[src/rtl/core/alpha_region_bounding_box_assert.svh]
// ----------------------------------------------------------------------------
// Assertion macros for the alpha region bounding box block
// Concurrent checks with a synchronous active-low reset that masks them.
// ----------------------------------------------------------------------------
`ifndef ALPHA_REGION_BOUNDING_BOX_ASSERT_SVH
`define ALPHA_REGION_BOUNDING_BOX_ASSERT_SVH

// Same-cycle implication: whenever ante holds, cons holds too.
`define ABB_ASSERT_IMP(lbl, ck, rn, ante, cons, msg) \
  lbl: assert property (@(posedge ck) disable iff (!rn) (ante) |-> (cons)) \
    else $error(msg);

// Next-cycle implication: whenever ante holds, cons holds in the cycle after.
`define ABB_ASSERT_NEXT(lbl, ck, rn, ante, cons, msg) \
  lbl: assert property (@(posedge ck) disable iff (!rn) (ante) |=> (cons)) \
    else $error(msg);

`endif

[src/rtl/core/arbb_pkg.sv]
// ----------------------------------------------------------------------------
// arbb_pkg
// Shared types and constants of the alpha region bounding box block.
// ----------------------------------------------------------------------------
`default_nettype none

package arbb_pkg;

  // Default largest image dimension in pixels.
  localparam int MAX_DIM_DEF = 4096;

  // Width of pixel positions in the queue and the accumulators. Holds a
  // position end of up to 65536, the largest supported image dimension.
  localparam int POS_W = 17;

  // Entries of the queue between the front and the back.
  localparam int QUEUE_DEPTH = 4;

  localparam int REG_W     = 13;
  localparam int CH_W      = 3;
  localparam int CFG_IDX_W = 3;

  typedef enum logic [CFG_IDX_W-1:0] {
    REG_IMAGE_WIDTH   = 3'd0,
    REG_IMAGE_HEIGHT  = 3'd1,
    REG_CHANNELS      = 3'd2,
    REG_REGION_LEFT   = 3'd3,
    REG_REGION_BOTTOM = 3'd4,
    REG_REGION_RIGHT  = 3'd5,
    REG_REGION_TOP    = 3'd6
  } cfg_reg_t;

  typedef struct packed {
    logic [REG_W-1:0] image_width;
    logic [REG_W-1:0] image_height;
    logic [CH_W-1:0]  channels;
    logic [REG_W-1:0] region_left;
    logic [REG_W-1:0] region_bottom;
    logic [REG_W-1:0] region_right;
    logic [REG_W-1:0] region_top;
  } cfg_regs_t;

  // One completed pixel as handed from the front to the back.
  typedef struct packed {
    logic             first;  // first pixel since a frame was cleared
    logic             last;   // last pixel of the frame
    logic             hit;    // nonzero alpha inside the region
    logic [POS_W-1:0] col;
    logic [POS_W-1:0] row;
  } pix_word_t;

endpackage

`default_nettype wire

[src/rtl/core/arbb_cfg.sv]
// ----------------------------------------------------------------------------
// arbb_cfg
// Configuration register file written through a valid/ready port.
// ----------------------------------------------------------------------------
`default_nettype none

module arbb_cfg
  import arbb_pkg::*;
(
  input  wire logic                 clk,
  input  wire logic                 rst_n,
  input  wire logic                 cfg_valid,
  output logic                      cfg_ready,
  input  wire logic [CFG_IDX_W-1:0] cfg_index,
  input  wire logic [REG_W-1:0]     cfg_data,
  output cfg_regs_t                 regs
);

  cfg_regs_t regs_r;
  cfg_regs_t regs_nxt;

  assign cfg_ready = 1'b1;
  assign regs      = regs_r;

  always_comb begin
    regs_nxt = regs_r;
    if (cfg_valid) begin
      case (cfg_reg_t'(cfg_index))
        REG_IMAGE_WIDTH:   regs_nxt.image_width   = cfg_data;
        REG_IMAGE_HEIGHT:  regs_nxt.image_height  = cfg_data;
        REG_CHANNELS:      regs_nxt.channels      = cfg_data[CH_W-1:0];
        REG_REGION_LEFT:   regs_nxt.region_left   = cfg_data;
        REG_REGION_BOTTOM: regs_nxt.region_bottom = cfg_data;
        REG_REGION_RIGHT:  regs_nxt.region_right  = cfg_data;
        REG_REGION_TOP:    regs_nxt.region_top    = cfg_data;
        default:           regs_nxt = regs_r;
      endcase
    end
  end

  always_ff @(posedge clk) begin
    if (!rst_n) begin
      regs_r.image_width   <= REG_W'(64);
      regs_r.image_height  <= REG_W'(64);
      regs_r.channels      <= CH_W'(4);
      regs_r.region_left   <= '0;
      regs_r.region_bottom <= '0;
      regs_r.region_right  <= REG_W'(64);
      regs_r.region_top    <= REG_W'(64);
    end else begin
      regs_r <= regs_nxt;
    end
  end

endmodule

`default_nettype wire

[src/rtl/core/arbb_front.sv]
// ----------------------------------------------------------------------------
// arbb_front
// Counts channel, column and row of the byte stream and classifies each
// completed pixel against the clamped search region.
// ----------------------------------------------------------------------------
`default_nettype none

module arbb_front
  import arbb_pkg::*;
#(
  parameter int MAX_DIM = MAX_DIM_DEF
)(
  input  wire logic       clk,
  input  wire logic       rst_n,
  input  wire cfg_regs_t  regs,
  input  wire logic       in_take,
  input  wire logic [7:0] in_data_byte,
  input  wire logic       in_frame_start,
  output logic            push,
  output pix_word_t       push_word
);

  localparam int CW = (MAX_DIM > 1) ? $clog2(MAX_DIM) : 1;

  logic [1:0]    chan_r, chan_nxt;
  logic [CW-1:0] col_r, col_nxt;
  logic [CW-1:0] row_r, row_nxt;
  logic          pend_first_r, pend_first_nxt;

  logic [POS_W-1:0] width_eff, height_eff;
  logic [POS_W-1:0] left, right, bottom, top;
  logic [POS_W-1:0] col_base, row_base, col_inc, row_inc;
  logic [1:0]       chan_base, chan_last;
  logic             alpha_in_stream, nonzero, in_region, complete, end_row, end_frame;

  // Image size: zero reads as one, anything above the maximum as the maximum.
  always_comb begin
    if (regs.image_width == '0)
      width_eff = POS_W'(1);
    else if (POS_W'(regs.image_width) > POS_W'(MAX_DIM))
      width_eff = POS_W'(MAX_DIM);
    else
      width_eff = POS_W'(regs.image_width);

    if (regs.image_height == '0)
      height_eff = POS_W'(1);
    else if (POS_W'(regs.image_height) > POS_W'(MAX_DIM))
      height_eff = POS_W'(MAX_DIM);
    else
      height_eff = POS_W'(regs.image_height);
  end

  always_comb begin
    left   = (POS_W'(regs.region_left) > width_eff) ? width_eff : POS_W'(regs.region_left);
    right  = (POS_W'(regs.region_right) > width_eff) ? width_eff : POS_W'(regs.region_right);
    bottom = (POS_W'(regs.region_bottom) > height_eff) ? height_eff
                                                        : POS_W'(regs.region_bottom);
    top    = (POS_W'(regs.region_top) > height_eff) ? height_eff : POS_W'(regs.region_top);
  end

  // Channel count of zero behaves as one, five to seven as four.
  always_comb begin
    case (regs.channels)
      3'd0, 3'd1: chan_last = 2'd0;
      3'd2:       chan_last = 2'd1;
      3'd3:       chan_last = 2'd2;
      default:    chan_last = 2'd3;
    endcase
  end

  // Alpha travels in the stream only for two or four channels.
  assign alpha_in_stream = chan_last[0];

  always_comb begin
    chan_base = in_frame_start ? 2'd0 : chan_r;
    col_base  = in_frame_start ? '0 : POS_W'(col_r);
    row_base  = in_frame_start ? '0 : POS_W'(row_r);
    col_inc   = col_base + POS_W'(1);
    row_inc   = row_base + POS_W'(1);
    complete  = (chan_base >= chan_last);
    nonzero   = alpha_in_stream ? (in_data_byte != 8'd0) : 1'b1;
    in_region = (col_base >= left) && (col_base < right) &&
                (row_base >= bottom) && (row_base < top);
    end_row   = (col_inc >= width_eff);
    end_frame = end_row && (row_inc >= height_eff);
  end

  always_comb begin
    chan_nxt       = chan_r;
    col_nxt        = col_r;
    row_nxt        = row_r;
    pend_first_nxt = pend_first_r;
    if (in_take) begin
      if (complete) begin
        chan_nxt       = 2'd0;
        pend_first_nxt = end_frame;
        if (end_row) begin
          col_nxt = '0;
          row_nxt = end_frame ? '0 : CW'(row_inc);
        end else begin
          col_nxt = CW'(col_inc);
          row_nxt = CW'(row_base);
        end
      end else begin
        chan_nxt       = chan_base + 2'd1;
        col_nxt        = CW'(col_base);
        row_nxt        = CW'(row_base);
        pend_first_nxt = pend_first_r | in_frame_start;
      end
    end
  end

  assign push            = in_take && complete;
  assign push_word.first = pend_first_r | in_frame_start;
  assign push_word.last  = end_frame;
  assign push_word.hit   = nonzero && in_region;
  assign push_word.col   = col_base;
  assign push_word.row   = row_base;

  always_ff @(posedge clk) begin
    if (!rst_n) begin
      chan_r       <= '0;
      col_r        <= '0;
      row_r        <= '0;
      pend_first_r <= 1'b1;
    end else begin
      chan_r       <= chan_nxt;
      col_r        <= col_nxt;
      row_r        <= row_nxt;
      pend_first_r <= pend_first_nxt;
    end
  end

endmodule

`default_nettype wire

[src/rtl/core/arbb_queue.sv]
// ----------------------------------------------------------------------------
// arbb_queue
// Short pixel queue that decouples the front from the back.
// ----------------------------------------------------------------------------
`default_nettype none

module arbb_queue
  import arbb_pkg::*;
#(
  parameter int DEPTH = QUEUE_DEPTH
)(
  input  wire logic      clk,
  input  wire logic      rst_n,
  input  wire logic      push,
  input  wire pix_word_t push_word,
  input  wire logic      pop,
  output logic           head_valid,
  output pix_word_t      head_word,
  output logic           full
);

  localparam int PW = (DEPTH > 1) ? $clog2(DEPTH) : 1;
  localparam int NW = $clog2(DEPTH + 1);

  pix_word_t         slot_r [DEPTH];
  logic [PW-1:0]     wr_ptr_r, wr_ptr_nxt;
  logic [PW-1:0]     rd_ptr_r, rd_ptr_nxt;
  logic [NW-1:0]     count_r, count_nxt;
  logic              do_push, do_pop;

  assign head_valid = (count_r != '0);
  assign full       = (count_r == NW'(DEPTH));
  assign head_word  = slot_r[rd_ptr_r];
  assign do_push    = push && !full;
  assign do_pop     = pop && head_valid;

  always_comb begin
    wr_ptr_nxt = wr_ptr_r;
    rd_ptr_nxt = rd_ptr_r;
    count_nxt  = count_r;
    if (do_push)
      wr_ptr_nxt = (wr_ptr_r == PW'(DEPTH - 1)) ? '0 : wr_ptr_r + PW'(1);
    if (do_pop)
      rd_ptr_nxt = (rd_ptr_r == PW'(DEPTH - 1)) ? '0 : rd_ptr_r + PW'(1);
    if (do_push && !do_pop)
      count_nxt = count_r + NW'(1);
    else if (do_pop && !do_push)
      count_nxt = count_r - NW'(1);
  end

  always_ff @(posedge clk) begin
    if (do_push) begin
      slot_r[wr_ptr_r] <= push_word;
    end
  end

  always_ff @(posedge clk) begin
    if (!rst_n) begin
      wr_ptr_r <= '0;
      rd_ptr_r <= '0;
      count_r  <= '0;
    end else begin
      wr_ptr_r <= wr_ptr_nxt;
      rd_ptr_r <= rd_ptr_nxt;
      count_r  <= count_nxt;
    end
  end

endmodule

`default_nettype wire

[src/rtl/core/arbb_back.sv]
// ----------------------------------------------------------------------------
// arbb_back
// Accumulates the bounding box of hit pixels and holds the frame result in
// an output register until it is taken.
// ----------------------------------------------------------------------------
`default_nettype none

`include "alpha_region_bounding_box_assert.svh"

module arbb_back
  import arbb_pkg::*;
(
  input  wire logic         clk,
  input  wire logic         rst_n,
  input  wire logic         head_valid,
  input  wire pix_word_t    head_word,
  output logic              pop,
  output logic              out_valid,
  input  wire logic         out_stall,
  output logic              out_found,
  output logic [REG_W-1:0]  out_box_left,
  output logic [REG_W-1:0]  out_box_bottom,
  output logic [REG_W-1:0]  out_box_right,
  output logic [REG_W-1:0]  out_box_top
);

  logic             found_r;
  logic [POS_W-1:0] min_col_r, min_row_r, max_col_r, max_row_r;
  logic             found_nxt;
  logic [POS_W-1:0] min_col_nxt, min_row_nxt, max_col_nxt, max_row_nxt;
  logic [POS_W-1:0] col_end, row_end;
  logic             base_found, take;

  logic             out_valid_r;
  logic             out_found_r;
  logic [REG_W-1:0] out_left_r, out_bottom_r, out_right_r, out_top_r;

  // A frame end may only move on when the output register is free or drains.
  assign take = head_valid && (!head_word.last || !out_valid_r || !out_stall);
  assign pop  = take;

  always_comb begin
    col_end     = head_word.col + POS_W'(1);
    row_end     = head_word.row + POS_W'(1);
    base_found  = head_word.first ? 1'b0 : found_r;
    found_nxt   = base_found;
    min_col_nxt = min_col_r;
    min_row_nxt = min_row_r;
    max_col_nxt = max_col_r;
    max_row_nxt = max_row_r;
    if (head_word.hit) begin
      found_nxt = 1'b1;
      if (!base_found) begin
        min_col_nxt = head_word.col;
        min_row_nxt = head_word.row;
        max_col_nxt = col_end;
        max_row_nxt = row_end;
      end else begin
        if (head_word.col < min_col_r) min_col_nxt = head_word.col;
        if (head_word.row < min_row_r) min_row_nxt = head_word.row;
        if (col_end > max_col_r)       max_col_nxt = col_end;
        if (row_end > max_row_r)       max_row_nxt = row_end;
      end
    end
  end

  always_ff @(posedge clk) begin
    if (take) begin
      min_col_r <= min_col_nxt;
      min_row_r <= min_row_nxt;
      max_col_r <= max_col_nxt;
      max_row_r <= max_row_nxt;
    end
    if (take && head_word.last) begin
      out_found_r  <= found_nxt;
      out_left_r   <= found_nxt ? REG_W'(min_col_nxt) : '0;
      out_bottom_r <= found_nxt ? REG_W'(min_row_nxt) : '0;
      out_right_r  <= found_nxt ? REG_W'(max_col_nxt) : '0;
      out_top_r    <= found_nxt ? REG_W'(max_row_nxt) : '0;
    end
  end

  always_ff @(posedge clk) begin
    if (!rst_n) begin
      found_r     <= 1'b0;
      out_valid_r <= 1'b0;
    end else begin
      if (take) begin
        found_r <= head_word.last ? 1'b0 : found_nxt;
      end
      if (take && head_word.last) begin
        out_valid_r <= 1'b1;
      end else if (!out_stall) begin
        out_valid_r <= 1'b0;
      end
    end
  end

  assign out_valid      = out_valid_r;
  assign out_found      = out_found_r;
  assign out_box_left   = out_left_r;
  assign out_box_bottom = out_bottom_r;
  assign out_box_right  = out_right_r;
  assign out_box_top    = out_top_r;

  `ABB_ASSERT_NEXT(a_clear_after_end, clk, rst_n, take && head_word.last, !found_r,
                   "bounds survived a frame end")
  `ABB_ASSERT_IMP(a_box_ordered, clk, rst_n, found_r,
                  (min_col_r < max_col_r) && (min_row_r < max_row_r),
                  "box ends not beyond box starts")
  `ABB_ASSERT_IMP(a_result_from_end, clk, rst_n, $rose(out_valid_r),
                  $past(take && head_word.last), "result appeared without a frame end")
  `ABB_ASSERT_NEXT(a_result_kept, clk, rst_n, out_valid_r && out_stall,
                   out_valid_r && $stable(out_left_r) && $stable(out_top_r),
                   "stalled result was lost")

endmodule

`default_nettype wire

[src/rtl/core/alpha_region_bounding_box.sv]
// ----------------------------------------------------------------------------
// alpha_region_bounding_box
// Bounding box of nonzero-alpha pixels inside a region of a raster byte stream.
// ----------------------------------------------------------------------------
//
//   Channel  Direction  Handshake                Word
//   in_      sink       in_valid / in_stall      data_byte, frame_start
//   out_     source     out_valid / out_stall    found, box_left/bottom/right/top
//   cfg_     sink       cfg_valid / cfg_ready    cfg_index, cfg_data
//
// One input word is taken every cycle while in_stall is low. The frame's
// last byte writes its pixel into the queue; the back then moves that pixel
// through the accumulator into the output register once every pixel queued
// ahead of it has been taken and the output register is free or drains.
// Reset is synchronous on rst_n low; it restores the register defaults
// (64 x 64 image, four channels, region covering the image) and clears
// counters, queue and output. in_stall rises only when the four-entry pixel
// queue is full, which happens only while out_stall holds a result and
// another frame end waits behind it. cfg_ready is always high.
//
// The front counts channel, column and row and classifies every finished
// pixel against the clamped region; the back keeps the least and greatest
// hit positions and loads the result at the frame end. The pixel queue lets
// the front keep taking bytes while the back waits on a stalled result.
// A frame_start word clears counters at once; the first pixel pushed after
// it carries a mark that makes the back restart its bounds.
// MAX_DIM may range from 16 to 65536.
//
// ----------------------------------------------------------------------------
`default_nettype none

module alpha_region_bounding_box
  import arbb_pkg::*;
#(
  parameter int MAX_DIM = MAX_DIM_DEF
)(
  input  wire logic                 clk,
  input  wire logic                 rst_n,

  input  wire logic                 in_valid,
  output logic                      in_stall,
  input  wire logic [7:0]           in_data_byte,
  input  wire logic                 in_frame_start,

  output logic                      out_valid,
  input  wire logic                 out_stall,
  output logic                      out_found,
  output logic [REG_W-1:0]          out_box_left,
  output logic [REG_W-1:0]          out_box_bottom,
  output logic [REG_W-1:0]          out_box_right,
  output logic [REG_W-1:0]          out_box_top,

  input  wire logic                 cfg_valid,
  output logic                      cfg_ready,
  input  wire logic [CFG_IDX_W-1:0] cfg_index,
  input  wire logic [REG_W-1:0]     cfg_data
);

  cfg_regs_t regs;
  pix_word_t push_word;
  pix_word_t head_word;
  logic      push, pop, head_valid, q_full, in_take;

  // The stall depends only on queue fill, never on in_valid.
  assign in_stall = q_full;
  assign in_take  = in_valid && !in_stall;

  arbb_cfg u_cfg (
    .clk       (clk),
    .rst_n     (rst_n),
    .cfg_valid (cfg_valid),
    .cfg_ready (cfg_ready),
    .cfg_index (cfg_index),
    .cfg_data  (cfg_data),
    .regs      (regs)
  );

  arbb_front #(
    .MAX_DIM (MAX_DIM)
  ) u_front (
    .clk            (clk),
    .rst_n          (rst_n),
    .regs           (regs),
    .in_take        (in_take),
    .in_data_byte   (in_data_byte),
    .in_frame_start (in_frame_start),
    .push           (push),
    .push_word      (push_word)
  );

  arbb_queue #(
    .DEPTH (QUEUE_DEPTH)
  ) u_queue (
    .clk        (clk),
    .rst_n      (rst_n),
    .push       (push),
    .push_word  (push_word),
    .pop        (pop),
    .head_valid (head_valid),
    .head_word  (head_word),
    .full       (q_full)
  );

  arbb_back u_back (
    .clk            (clk),
    .rst_n          (rst_n),
    .head_valid     (head_valid),
    .head_word      (head_word),
    .pop            (pop),
    .out_valid      (out_valid),
    .out_stall      (out_stall),
    .out_found      (out_found),
    .out_box_left   (out_box_left),
    .out_box_bottom (out_box_bottom),
    .out_box_right  (out_box_right),
    .out_box_top    (out_box_top)
  );

endmodule

`default_nettype wire
[config.mk]
export PLATFORM = sky130hd
export DESIGN_NAME = alpha_region_bounding_box
export DESIGN_NICKNAME = d
export VERILOG_FILES = /design/src/rtl/core/arbb_pkg.sv /design/src/rtl/core/arbb_cfg.sv /design/src/rtl/core/arbb_front.sv /design/src/rtl/core/arbb_queue.sv /design/src/rtl/core/arbb_back.sv /design/src/rtl/core/alpha_region_bounding_box.sv
export VERILOG_INCLUDE_DIRS = /design/src /design/src/rtl/core
export SDC_FILE = /design/constraint.sdc
export NUM_CORES = 1
export LEC_CHECK = 0
export BUFFER_PORTS_ARGS = -buffer_cell sky130_fd_sc_hd__buf_2
export CORE_UTILIZATION = 29
export DETAILED_ROUTE_END_ITERATION = 16
export HOLD_SLACK_MARGIN = 0.1
export SYNTH_ARGS = -nofsm -noshare
export SYNTH_HDL_FRONTEND = slang
export SYNTH_SLANG_ARGS = --single-unit
[constraint.sdc]
create_clock -name clk -period 7.68 [get_ports clk]
set_input_delay 0 -clock clk [delete_from_list [all_inputs] [get_ports clk]]
set_output_delay 0 -clock clk [all_outputs]
set_load 0.005 [all_outputs]
Word-level counts from Yosys, hierarchy flattened
Memories as Yosys holds them, arrays and structs flattened. A register that Yosys moved wholly into a read port is not among the register bits.
Index checks and enable logic that the tools add are counted.

cells by class
  equal/unequal tests = 17
  reductions and logical operators = 40
  multiplexer cells = 45
  div/mod/pow operators = 0
  $add $sub $neg = 9
  $mul = 0
  bitwise gates (word level) = 1
  $lt $le $gt $ge = 17
  shift-type cells = 0

operators with widths
  kind                     count
  $mux W17                 14
  $mux W12                 7
  $mux W13                 6
  $add A17 B1 Y17 const B  4
  $ge A17 B17 Y1           4
  $gt A13 B17 Y1           4
  $lt A17 B17 Y1           4
  $gt A17 B17 Y1           2
  $gt A13 B13 Y1 const B   2
  $logic_not A13 Y1        2
  $reduce_and A2 Y1        7
  $logic_and A1 B1 Y1      13
  $eq A3 B2 Y1 const B     4
  $eq A3 B3 Y1 const B     4
  $mux W2                  6
  $reduce_and A3 Y1        4
  $mux W1                  9
  $ne A2 B2 Y1 const B     4
  $reduce_bool A8 Y1       1
  $add A2 B1 Y2 const B    3
  $eq A3 B1 Y1 const B     2
  $logic_not A1 Y1         6
  $logic_not A3 Y1         2
  $mux W3                  2
  11 further kinds         13

word-level totals
  bits in writable memories = 108
  flip-flop bits (word level) = 238
  memories = 1
  input bits = 30
  latch bits = 0
  word-level logic and storage cells = 159
  output and inout port bits = 56
  memory bits (read-only) = 0

memories
  memory          words  width  read ports  clocked after memory_dff  wr ports  RTL line          text
  u_queue.slot_r  4      27     1           1                         1         arbb_queue.sv:25  pix_word_t slot_r [DEPTH];

Longest topological paths before layout
  depth after elaboration = 10
  mapped depth = 21

Modules after synthesis
From an unflattened synthesis, not the netlist that was laid out.

unflattened totals
  cells, all modules = 1858
  area total of the unflattened synthesis = 21857.2 um^2

by module, submodules not included
  module                     area each (um^2)  sequential area each (um^2)  cells each  instances
  arbb_back                  7522.2            3673.5                       645         1
  arbb_queue                 5876.9            4624.4                       244         1
  arbb_front                 5454.0            540.5                        680         1
  arbb_cfg                   2990.4            1621.6                       288         1
  alpha_region_bounding_box  13.8              0.0                          1           1

Worst setup path after synthesis
No wires, ideal clock.

  kind = register -> register
  start = register u_cfg.regs_r (netlist bit u_cfg.regs[80])
  end = memory u_queue.slot_r[0][24] (netlist bit), data pin
  stages on the path, launching flop included = 21
  buffers on the path = 2
  library setup time = 0.264 ns
  arrival time = 4.168 ns
  slack = 3.247 ns
  clock period less this slack = 4.433 ns
  path through = dfxtp_1 > clkbuf_1 > nor2b_1 > inv_1 > ha_1 > a21o_1 > nand3_1 > a21oi_1 > a2111oi_0 > a32oi_1 > clkbuf_1 > mux2i_1 > ha_1 > a21o_1 > a2111oi_0 > o21ai_0 > a311oi_1 > nor2_1 > o311ai_0 > a2111oi_0 > and3_1

RTL lines
  what                      RTL line          text
  start: declaration        arbb_cfg.sv:19    cfg_regs_t regs_r;
  start signal: assignment  arbb_cfg.sv:51    regs_r <= regs_nxt;
  end: declaration          arbb_queue.sv:25

==> metrics.md <==
| Metric | Value |
|---|---|
| Post-CTS resize count | `0` |
| Slew margin rel. | `21.40%` |
| Post-route clock period utilization | `73.25%` |
| Vias in the first global route | `12.87k` |
| Area of the die | `65460 um^2` |
| Post-synth top area share | `34.23%` |
| Final worst setup slack | `2054 ps` |
| Routed len/inst | `16.48 um` |
| Largest net degree at the start of global routing | `77` |
| Hold Startpoint | `in_frame_start` |
| Mapped Nets | `1918` |
| Drt first pass iters | `5` |
| Flop-to-flop setup slack | `2050 ps` |
| Synthesized instance count | `1703` |
| Core Region | `63430 um^2` |
| GRT Max-Usage Layer | `met2` |
| Post-synthesis compound-gate area fraction | `12.90%` |
| Post-synth cell types | `73` |
| Total GRT Usage | `13.24%` |
| Synth warn | `0` |
| Yosys top cell by area | `edfxtp_1` |
| Number of synthesized register bits | `332` |
| I/O pin total | `86` |
| Post-DP HPWL | `32530 um` |
| GRT met1 Usage | `19.01%` |
| Pins over their slew limit | `0` |
| Detailed Route WL | `43970 um` |
| # nets final | `2013` |
| CTS hold repair buffers | `22` |
| Pre-CTS WS | `2098 ps` |
| Hold Crit Class | `in2reg` |
| Power Dens Cells | `313.4 nW/um^2` |
| CP endpoint kind | `flip-flop` |
| Routed vias | `13.11k` |
| Post-CTS setup buffers | `0` |
| Max-cap viol count | `0` |
| Clock skew | `25.40 ps` |
| Setup CP Type | `reg2reg` |
| Min Hold Slack | `274.1 ps` |
| Simple-gate share of the synthesized area | `13.53%` |
| Synth Area per Inst | `10.97 um^2` |
| Final Hold Fails | `0` |
| Largest family of logic cells by synthesized area | `simple AND/OR/NAND/NOR gates` |
| DRC Markers | `0` |
| Drt via density | `4.914` |
| CP startpoint kind | `flip-flop` |
| Setup TNS | `0 ps` |
| CP startpoint | `u_cfg.regs[80]` |
| Fraction of registers with async set/reset | `0%` |
| Remaining Overflow, GRT | `0` |
| Multi-input logic area | `9220 um^2` |
| I/O Buffers | `84` |
| Worst Path Arrival | `5880 ps` |
| Placed cells | `2586` |
| First-pass GRT wire length | `69720 um` |
| Peak supply drop | `0.0001680 V` |
| R2R depth | `19` |
| Clk root buf | `clkbuf_16` |
| RSZ-0062 raised after global routing | `no` |
| GPL Wtd Cong | `0.8497` |
| Fmax | `0.1777 GHz` |
| Ys flop type | `edfxtp_1` |
| Ranking of synthesized cells by area | `edfxtp_1 34%, dfxtp_1 13%, ha_1 12%` |
| FF-to-FF Start | `u_cfg.regs[80]` |
| Post-route cell area | `21270 um^2` |
| Post-synthesis sequential area ratio | `46.98%` |
| Setup violators final | `0` |
| EDFF count, synth | `213` |
| CTS tree | `built` |
| Status | `complete, no violations` |
| Area delta synth->final | `13.85%` |
| Post-layout util | `33.54%` |
| Reg clk slew, reported paths | `60 ps` |
| Clk buf depth | `3` |
| Post-synthesis xor/xnor area fraction | `1.969%` |
| # rows | `92` |
| Die Span Y | `255.8 um` |
| GR Util met2 | `20.43%` |
| Initial DRC count | `767` |
| CTS Sinks | `332` |
| Antenna-violating nets left | `0` |
| Post-route insts no fill | `2668` |
| Placed Area | `19970 um^2` |
| Clock latency on the worst-skew pair | `550 ps` |
| Number of diodes | `0` |
| Fillers | `6347` |
| Met3 Usage GRT | `1.822%` |
| Die Wd | `255.8 um` |
| Post-synthesis adder-cell area fraction | `12.43%` |
| Critical Path End | `u_queue.slot_r[3][24]` |
| Post-synthesis mux area share | `8.463%` |
| P_leak | `8.250 nW` |
| Total power | `6.668 mW` |
| CTS Buf Count | `34` |
| FF+latch area | `8780 um^2` |
| Mapped cell area | `18690 um^2` |
| Layout cell share with drive strength beyond 1 | `12.46%` |
| Post-layout min period | `5626 ps` |
| Worst-margin pin slew | `1179 ps` |
| RR Endpoint | `u_queue.slot_r[3][24]` |
| Crit Path Max Fanout | `16` |
| Antenna violations before repair | `0` |
| Number of H-tree levels | `2` |
| Worst EP required | `7940 ps` |
| Initial Utilization | `29.46%` |
==> logic make-up after synthesis <==
group,after synthesis
simple gates,517
compound gates,347
flops,332
fa+ha+maj,185
buf+inv,163
mux,116
xor+xnor,42
other cells,1
==> how the worst min path moves through the flow <==
stage	depth (start not counted)	to	slack, ps
6_report	4	u_front.row_r[0]	270
3_5_place_dp	3	u_cfg.regs[12]	350
5_1_grt	4	u_front.row_r[0]	280
3_3_place_gp	3	u_back.out_valid	330
2_1_floorplan	2	u_cfg.regs[19]	120
4_1_cts	4	u_front.row_r[0]	210
==> metal layers <==
layer | vias up | wire length [um]
li1 | 6438 | -
met1 | 6314 | 22030
met2 | 293 | 19020
met3 | 65 | 1786
met4 | 0 | 1132
met5 | - | 0
==> cell usage in the layout, fill, tap and decap left out, drive strengths merged, types with 26 or more instances in the layout <==
| cell | instances |
|---|---|
| nand3 | 37 |
| a21boi | 81 |
| mux4 | 26 |
| and2 | 29 |
| clkbuf | 42 |
| buf | 99 |
| ha | 184 |
| mux2 | 34 |
| nand2 | 224 |
| a21o | 29 |
| dfxtp | 119 |
| inv | 100 |
| mux2i | 56 |
| nor2b | 68 |
| o21ai | 54 |
| nor2 | 53 |
| edfxtp | 213 |
| a21oi | 74 |
==> cells in the mapped netlist, drive strengths merged, types with 9 or more instances <==
cell	instances
mux2i	56
mux2	34
nand4	17
nand2	224
nor2	53
and2	29
a211oi	14
a21oi	74
a22o	24
a21boi	81
nor2b	68
o21ai	54
buf	20
nor3	15
inv	99
nand3	37
a32o	9
clkbuf	42
dfxtp	119
and3	22
xnor2	19
nor4	9
a21o	29
nand2b	16
edfxtp	213
mux4	26
xor2	23
ha	184
==> power by group <==
group          leakage [nW]  switching [mW]  internal, mW
clock network         0.536           0.707         0.926
logic                  4.85            1.31          1.07
registers              2.87           0.209          2.45
total                  8.25            2.23          4.44
==> layout make-up <==
type	count	area share (%)
inverters	101	1.782
flip-flops and latches	332	41.27
multi-input cells	1208	43.34
well taps	846	4.976
clock inverters	18	0.7587
repair buffers	121	3.541
clock buffers	42	4.335
==> worst max-delay path: stages (launching register included) <==
cell and delay (ps):
dfxtp_1 660, nor2b_1 150, inv_1 160, ha_1 260, a21o_1 180, nand3_1 70
a21oi_1 60, a2111oi_0 930, a32oi_1 90, buf_4 270, mux2i_1 290, ha_1 310
a21o_1 170, a2111oi_0 430, o21ai_0 210, a311oi_1 310, nor2_1 120, o311ai_0 330
a2111oi_0 100, and3_1 250
==> registers in the layout (all words and copies together) (netlist names), named ones only <==
register / cells
u_front.row_r: 12
u_queue.slot_r: 108
u_front.col_r: 12
u_queue.count_r: 3
u_back.out_box_bottom: 13
u_queue.wr_ptr_r: 2
u_back.min_col_r: 13
u_front.chan_r: 2
u_queue.rd_ptr_r: 2
u_cfg.regs: 81
u_back.max_col_r: 13
u_back.out_valid: 1
u_back.max_row_r: 13
u_back.min_row_r: 13
u_back.found_r: 1
u_back.out_box_right: 13
u_back.out_box_left: 13
u_front.pend_first_r: 1
u_back.out_found: 1
u_back.out_box_top: 13
No activity file was read; power rests on OpenSTA's default activity.
